**src/sv/deq_pkg.sv**
```systemverilog
// ----------------------------------------------------------------------------
// deq_pkg
// Shared widths, codes and types for the double-ended queue core.
// ----------------------------------------------------------------------------
package deq_pkg;

  localparam int DEPTH_DEF = 16;

  localparam int WORD_W   = 32;
  localparam int CMD_W    = 3;
  localparam int STATUS_W = 2;
  localparam int OCC_W    = 5;

  // result tdata: front, rear, occupancy, padded to whole bytes
  localparam int RES_W      = 2 * WORD_W + OCC_W;
  localparam int OUT_DATA_W = ((RES_W + 7) / 8) * 8;

  typedef logic [WORD_W-1:0]   word_t;
  typedef logic [CMD_W-1:0]    cmd_t;
  typedef logic [STATUS_W-1:0] status_t;
  typedef logic [OCC_W-1:0]    occ_t;

  localparam cmd_t CMD_PUSH_FRONT = 3'd0;
  localparam cmd_t CMD_PUSH_BACK  = 3'd1;
  localparam cmd_t CMD_POP_FRONT  = 3'd2;
  localparam cmd_t CMD_POP_BACK   = 3'd3;
  localparam cmd_t CMD_QUERY      = 3'd4;

  localparam status_t STATUS_OK    = 2'd0;
  localparam status_t STATUS_UNDER = 2'd1;
  localparam status_t STATUS_OVER  = 2'd2;

endpackage

```
**src/sv/deq_ram.sv**
```systemverilog
// ----------------------------------------------------------------------------
// deq_ram
// Generic single-write, single-read synchronous RAM with registered read data.
// ----------------------------------------------------------------------------
module deq_ram #(
  parameter int WIDTH = 32,
  parameter int DEPTH = 16
) (
  input  logic                     clk,
  input  logic                     we,
  input  logic [$clog2(DEPTH)-1:0] waddr,
  input  logic [WIDTH-1:0]         wdata,
  input  logic                     re,
  input  logic [$clog2(DEPTH)-1:0] raddr,
  output logic [WIDTH-1:0]         rdata
);

  logic [WIDTH-1:0] mem [DEPTH];

  always_ff @(posedge clk) begin
    if (we) begin
      mem[waddr] <= wdata;
    end
    if (re) begin
      rdata <= mem[raddr];
    end
  end

endmodule

```
**src/sv/double_ended_queue_core.sv**
```systemverilog
// ----------------------------------------------------------------------------
// double_ended_queue_core
// Deque of signed 32-bit words in a ring buffer RAM, one result per command.
// Push and query commands: result in the cycle after the transfer, one per
// cycle while results are taken. A pop that leaves the queue non-empty reads
// the new end word from the RAM port in ST_READ, holding s_tready low, and
// its result follows. Front and rear words are kept in the result registers;
// the RAM read port is only needed when a pop exposes a new end.
// Reset: head and count cleared (queue empty), no result pending; RAM
// contents are not cleared.
// ----------------------------------------------------------------------------
module double_ended_queue_core #(
  parameter int DEPTH = deq_pkg::DEPTH_DEF
) (
  input  logic                            clk,
  input  logic                            rst,
  input  logic                            s_tvalid,
  output logic                            s_tready,
  input  logic [deq_pkg::WORD_W-1:0]      s_tdata,   // [31:0] push_value
  input  logic [deq_pkg::CMD_W-1:0]       s_tuser,   // [2:0] cmd
  output logic                            m_tvalid,
  input  logic                            m_tready,
  output logic [deq_pkg::OUT_DATA_W-1:0]  m_tdata,   // [31:0] front_value,
                                                     // [63:32] rear_value,
                                                     // [68:64] occupancy, pad
  output logic [deq_pkg::STATUS_W-1:0]    m_tuser    // [1:0] status
);

  localparam int AW = (DEPTH > 1) ? $clog2(DEPTH) : 1;
  localparam int CW = $clog2(DEPTH + 1);
  localparam int SW = CW + 1;
  localparam logic [SW-1:0] DEPTH_S = SW'(DEPTH);
  localparam logic [CW-1:0] DEPTH_C = CW'(DEPTH);
  localparam logic [AW-1:0] LAST_IX = AW'(DEPTH - 1);

  localparam logic ST_IDLE = 1'b0;
  localparam logic ST_READ = 1'b1;

  logic                  state, state_next;
  logic [AW-1:0]         head, head_next;
  logic [CW-1:0]         count, count_next;
  logic                  pend_front, pend_front_next;
  deq_pkg::word_t        front, front_next;
  deq_pkg::word_t        rear, rear_next;
  deq_pkg::status_t      status, status_next;
  logic                  m_tvalid_next;

  logic                  ram_we, ram_re;
  logic [AW-1:0]         ram_waddr, ram_raddr;
  deq_pkg::word_t        ram_rdata;

  logic                  accept;
  logic                  go_read;
  deq_pkg::cmd_t         cmd;
  deq_pkg::word_t        word;

  function automatic logic [AW-1:0] wrap(input logic [SW-1:0] i);
    logic [SW-1:0] r;
    r = (i >= DEPTH_S) ? i - DEPTH_S : i;
    return r[AW-1:0];
  endfunction

  assign cmd      = s_tuser;
  assign word     = s_tdata;
  assign s_tready = (state == ST_IDLE) && (!m_tvalid || m_tready);
  assign accept   = s_tvalid && s_tready;

  always_comb begin
    state_next      = state;
    head_next       = head;
    count_next      = count;
    pend_front_next = pend_front;
    front_next      = front;
    rear_next       = rear;
    status_next     = status;
    m_tvalid_next   = m_tvalid && !m_tready;
    ram_we          = 1'b0;
    ram_waddr       = head;
    ram_re          = 1'b0;
    ram_raddr       = head;
    go_read         = 1'b0;

    if (state == ST_READ) begin
      // new end word arrives from the RAM
      if (pend_front) begin
        front_next = ram_rdata;
      end else begin
        rear_next = ram_rdata;
      end
      m_tvalid_next = 1'b1;
      state_next    = ST_IDLE;
    end else if (accept) begin
      m_tvalid_next = 1'b1;
      status_next   = deq_pkg::STATUS_OK;
      unique case (cmd) inside
        deq_pkg::CMD_PUSH_FRONT, deq_pkg::CMD_PUSH_BACK: begin
          if (count == DEPTH_C) begin
            status_next = deq_pkg::STATUS_OVER;
          end else begin
            ram_we     = 1'b1;
            count_next = count + CW'(1);
            if (cmd == deq_pkg::CMD_PUSH_FRONT) begin
              head_next  = (head == '0) ? LAST_IX : head - AW'(1);
              ram_waddr  = head_next;
              front_next = word;
              if (count == '0) begin
                rear_next = word;
              end
            end else begin
              ram_waddr = wrap(SW'(head) + SW'(count));
              rear_next = word;
              if (count == '0) begin
                front_next = word;
              end
            end
          end
        end
        deq_pkg::CMD_POP_FRONT, deq_pkg::CMD_POP_BACK: begin
          if (count == '0) begin
            status_next = deq_pkg::STATUS_UNDER;
          end else begin
            count_next      = count - CW'(1);
            pend_front_next = (cmd == deq_pkg::CMD_POP_FRONT);
            if (cmd == deq_pkg::CMD_POP_FRONT) begin
              head_next = wrap(SW'(head) + SW'(1));
              ram_raddr = head_next;
            end else begin
              ram_raddr = wrap(SW'(head) + SW'(count) - SW'(2));
            end
            if (count == CW'(1)) begin
              front_next = '0;
              rear_next  = '0;
            end else begin
              ram_re        = 1'b1;
              go_read       = 1'b1;
              m_tvalid_next = 1'b0;
              state_next    = ST_READ;
            end
          end
        end
        default: begin
          // query and unused codes leave the state alone
        end
      endcase
    end
  end

  always_ff @(posedge clk) begin
    if (rst) begin
      state    <= ST_IDLE;
      head     <= '0;
      count    <= '0;
      front    <= '0;
      rear     <= '0;
      m_tvalid <= 1'b0;
    end else begin
      state    <= state_next;
      head     <= head_next;
      count    <= count_next;
      front    <= front_next;
      rear     <= rear_next;
      m_tvalid <= m_tvalid_next;
    end
  end

  always_ff @(posedge clk) begin
    pend_front <= pend_front_next;
    status     <= status_next;
  end

  deq_ram #(
    .WIDTH (deq_pkg::WORD_W),
    .DEPTH (DEPTH)
  ) u_slots (
    .clk   (clk),
    .we    (ram_we),
    .waddr (ram_waddr),
    .wdata (word),
    .re    (ram_re),
    .raddr (ram_raddr),
    .rdata (ram_rdata)
  );

  assign m_tdata = {{(deq_pkg::OUT_DATA_W - deq_pkg::RES_W){1'b0}},
                    deq_pkg::occ_t'(count), rear, front};
  assign m_tuser = status;

  a_count_range: assert property (@(posedge clk) disable iff (rst)
    count <= DEPTH_C)
    else $error("element count above depth");

  a_read_blocks: assert property (@(posedge clk) disable iff (rst)
    (state == ST_READ) |-> (!s_tready && !m_tvalid))
    else $error("transfer or result during RAM read");

  a_read_result: assert property (@(posedge clk) disable iff (rst)
    (accept && go_read) |=> (state == ST_READ) ##1 m_tvalid)
    else $error("pop result not delivered after RAM read");

  a_under_empty: assert property (@(posedge clk) disable iff (rst)
    (m_tvalid && status == deq_pkg::STATUS_UNDER)
      |-> (count == '0 && front == '0 && rear == '0))
    else $error("underflow result with non-empty queue");

endmodule
```
**config.mk**
```make
export PLATFORM = sky130hd
export DESIGN_NAME = double_ended_queue_core
export DESIGN_NICKNAME = d
export VERILOG_FILES = /design/src/sv/deq_pkg.sv /design/src/sv/deq_ram.sv /design/src/sv/double_ended_queue_core.sv
export SDC_FILE = /design/constraint.sdc
export NUM_CORES = 1
export LEC_CHECK = 0
export BUFFER_PORTS_ARGS = -buffer_cell sky130_fd_sc_hd__buf_2
export CELL_PAD_IN_SITES_DETAIL_PLACEMENT = 2
export CELL_PAD_IN_SITES_GLOBAL_PLACEMENT = 2
export CORE_ASPECT_RATIO = 1.25
export CORE_MARGIN = 2
export CORE_UTILIZATION = 39
export CTS_CLUSTER_DIAMETER = 60
export DETAILED_ROUTE_END_ITERATION = 10
export PLACE_DENSITY_LB_ADDON = 0.1
export SETUP_SLACK_MARGIN = 0.2
export SYNTH_ARGS = -nofsm -noshare
export SYNTH_HDL_FRONTEND = slang
export SYNTH_SLANG_ARGS = --single-unit
```
**constraint.sdc**
```tcl
create_clock -name clk -period 4.1 [get_ports clk]
set_input_delay 0.41 -clock clk [delete_from_list [all_inputs] [get_ports clk]]
set_output_delay 0.41 -clock clk [all_outputs]
set_load 0.03 [all_outputs]
```
==> impl_metrics.ini <==
[route]
initialDrtViolationCount = 1175
routedWlPerCell_um = 27.7
ant_nets = 0
wl_met3_um = 3370
drt_pass1_iterations = 5
vias_per_cell = 5.85
drc = 0
routed_wl_um = 78800
vias = 16600
highest-signal-layer = met4
wl_met1_um = 33000
route.met2.wl_um = 40300

[floorplanning]
io_pins = 115
die_area_um2 = 65600
die_w_um = 230
initial_core_util = 0.394
num_rows = 103
die_h_um = 286
core_um2 = 63000

[timing]
setup_viol = 0
finalMaxSlewViolations = 0
worst_slew_pin_slew_ns = 0.913
post-route-min-period_ns = 3.74
finalHoldViolCount = 0
clock_skew_ns = 0.0249
rsz0062_at_grt = true
fin_hold_ws_ns = 0.109
slew_headroom = 0.391
max_freq_mhz = 267
period_share = 0.913

[grt]
grt_overflow = 0
grt_usage = 0.240
grt_pass1_vias = 18300
grt_max_degree = 111
grt_pass1_wl_um = 118000
antenna_found_initial = 2

[finish]
fin_area_um2 = 29000
drive_gt1_frac = 0.155
layout.cells.non_filler = 2844
final_common_cell = edfxtp_1
area_delta_synth_final_pct = 16.8
finalNetCount = 2009
layout_common_cells = edfxtp_1 (547), nand2_1 (309), nor2_1 (115)
post-route-util = 0.460

[power]
worst_ir_drop_vdd_mv = 0.321
powerDensity_nw_per_um2 = 490
leakagePower_nw = 9.71
fin_total_pwr_mw = 14.2

[critical_path]
arrival_ns = 4.21
cp-endpoint = u_slots.rdata[28]
crit_required_ns = 4.57
crit_fanout = 34
regToRegSetupSlack_ns = 0.36
crit_start = count[1]
r2r-start = count[1]
start_kind = flop
r2r_cells = 11
cp-end-kind = flop
reg2reg_to = u_slots.rdata[28]
crit_type = reg -> reg

[synth]
yosysSeqAreaShare = 0.723
synth_top_area_frac = 0.662
synthCells = 1867
synth_cell_types = 58
netlist_area_um2 = 24800
ys_async_sr_fraction = 0
synth_area_leaders = edfxtp_1 (66%), dfxtp_1 (6.1%), nand2_1 (4.7%)
synth_ff_type = edfxtp_1
syn_area_per_cell_um2 = 13.3
synth_seq_cells = 622
synth_edf_count = 547
ys_warn_count = 0
synth_top_area_cell = edfxtp_1

[clocking]
cts_root_buffer = clkbuf_16
hold_buffers = 0
insertion_delay_ns = 0.61
cts_tree = built
htree_levels = 3
clock-sinks = 622
clockBufferDepth = 3
clk_pin_slew_worst_paths_ns = 0.06
cts_made_buffers = 66

[placement]
io_buffers = 111
dp.final_hpwl_um = 44200
place.gp.congestion = 0.773
post-place-cells = 2730
dpl_cell_area_um2 = 26700

[run_status]
status = complete, no violations

[flow_run]
drv_cap = 0

[worst_hold_path]
hp-class = in -> reg
==> worst max-delay path: stages, from the launching register on <==
cell and delay (ns):
dfxtp_1 0.39, inv_1 0.14, ha_1 0.19, or4b_1 0.60, nand4_4 0.27, inv_4 0.09, mux2_8 0.47, a21oi_4 0.26
buf_12 0.25, a221oi_1 0.11, a2111oi_0 0.64, a211o_1 0.18
==> sequential cells by signal, indices dropped and copies added, names as in the netlist, 2 cells and up <==
signal,flops
m_tuser,2
rear,32
front,32
count,5
u_slots.rdata,32
u_slots.mem,512
head,4
==> synthesized netlist by cell type, types with 3 or more instances <==
cell	number
a21o_1	3
inv_1	9
and2_1	3
o21ai_0	69
ha_1	10
a2111oi_0	65
a31oi_1	34
mux2i_1	5
clkbuf_1	102
buf_1	11
nor3_1	3
a22oi_1	3
a211oi_1	67
nand2_1	311
a22o_1	3
buf_6	8
xnor2_1	7
a21oi_1	100
dfxtp_1	75
edfxtp_1	547
xor2_1	4
a211o_1	32
buf_2	26
nor2b_1	5
nand3_1	99
buf_4	3
a32o_1	31
a221oi_1	63
nor2_1	132
==> cell families after synthesis <==
family,after synthesis,share of synthesized area
buf+inv,160,0.0285
flops,622,0.723
fa+ha+maj,11,0.00585
other cells,1,0.000151
compound gates,486,0.141
simple gates,568,0.0943
xor+xnor,12,0.00479
mux,7,0.00318
==> metal layers <==
layer / vias up / GRT usage
li1: 7370 / -
met1: 8728 / 0.299
met2: 412 / 0.429
met3: 118 / 0.0323
met4: 0 / 0.0812
met5: - / 0
==> metrics by stage <==
stage / TNS [ns] / setup slack (ns)
2_1_floorplan: -17.87 / -0.0824
3_3_place_gp: -0.179 / -0.179
3_5_place_dp: -0.178 / -0.0836
4_1_cts: 0 / 0.181
5_1_grt: 0 / 0.148
6_report: 0 / 0.356
==> final cells by class <==
cell class / instances / area (um^2)
Tap cell: 840 / 1050
Antenna cell: 1 / 2.50
Timing Repair Buffer: 172 / 1310
Fill cell: 6060 / 34100
Multi-Input combinational cell: 1087 / 6540
Clock buffer: 85 / 1810
Inverter: 10 / 40.0
Sequential cell: 622 / 17900
Clock inverter: 27 / 287
==> timing repair <==
action                                  CTS  global route
setup buffers                             1             0
pin swaps                                 1             1
hold endpoints to repair                  0             0
endpoints found under the setup margin   19            32
gates resized for setup                  24            32
==> power breakdown <==
part	switching, mW	internal, mW
sequential	0.0409	6.99
clock	2.47	3.48
combinational	0.846	0.367
total	3.35	10.8
==> worst min path at each step <==
stage	from	endpoint	slack (ns)	cells after the start
global route	s_tvalid	m_tvalid	0.14	3
global placement	rear[0]	rear[0]	0.49	2
CTS	s_tvalid	m_tvalid	0.07	3
floorplan	s_tdata[0]	u_slots.mem[0][0]	0.51	0
finish	s_tvalid	m_tvalid	0.11	3
detailed placement	rear[13]	rear[13]	0.50	2
Power figures use the tool's default switching activity.
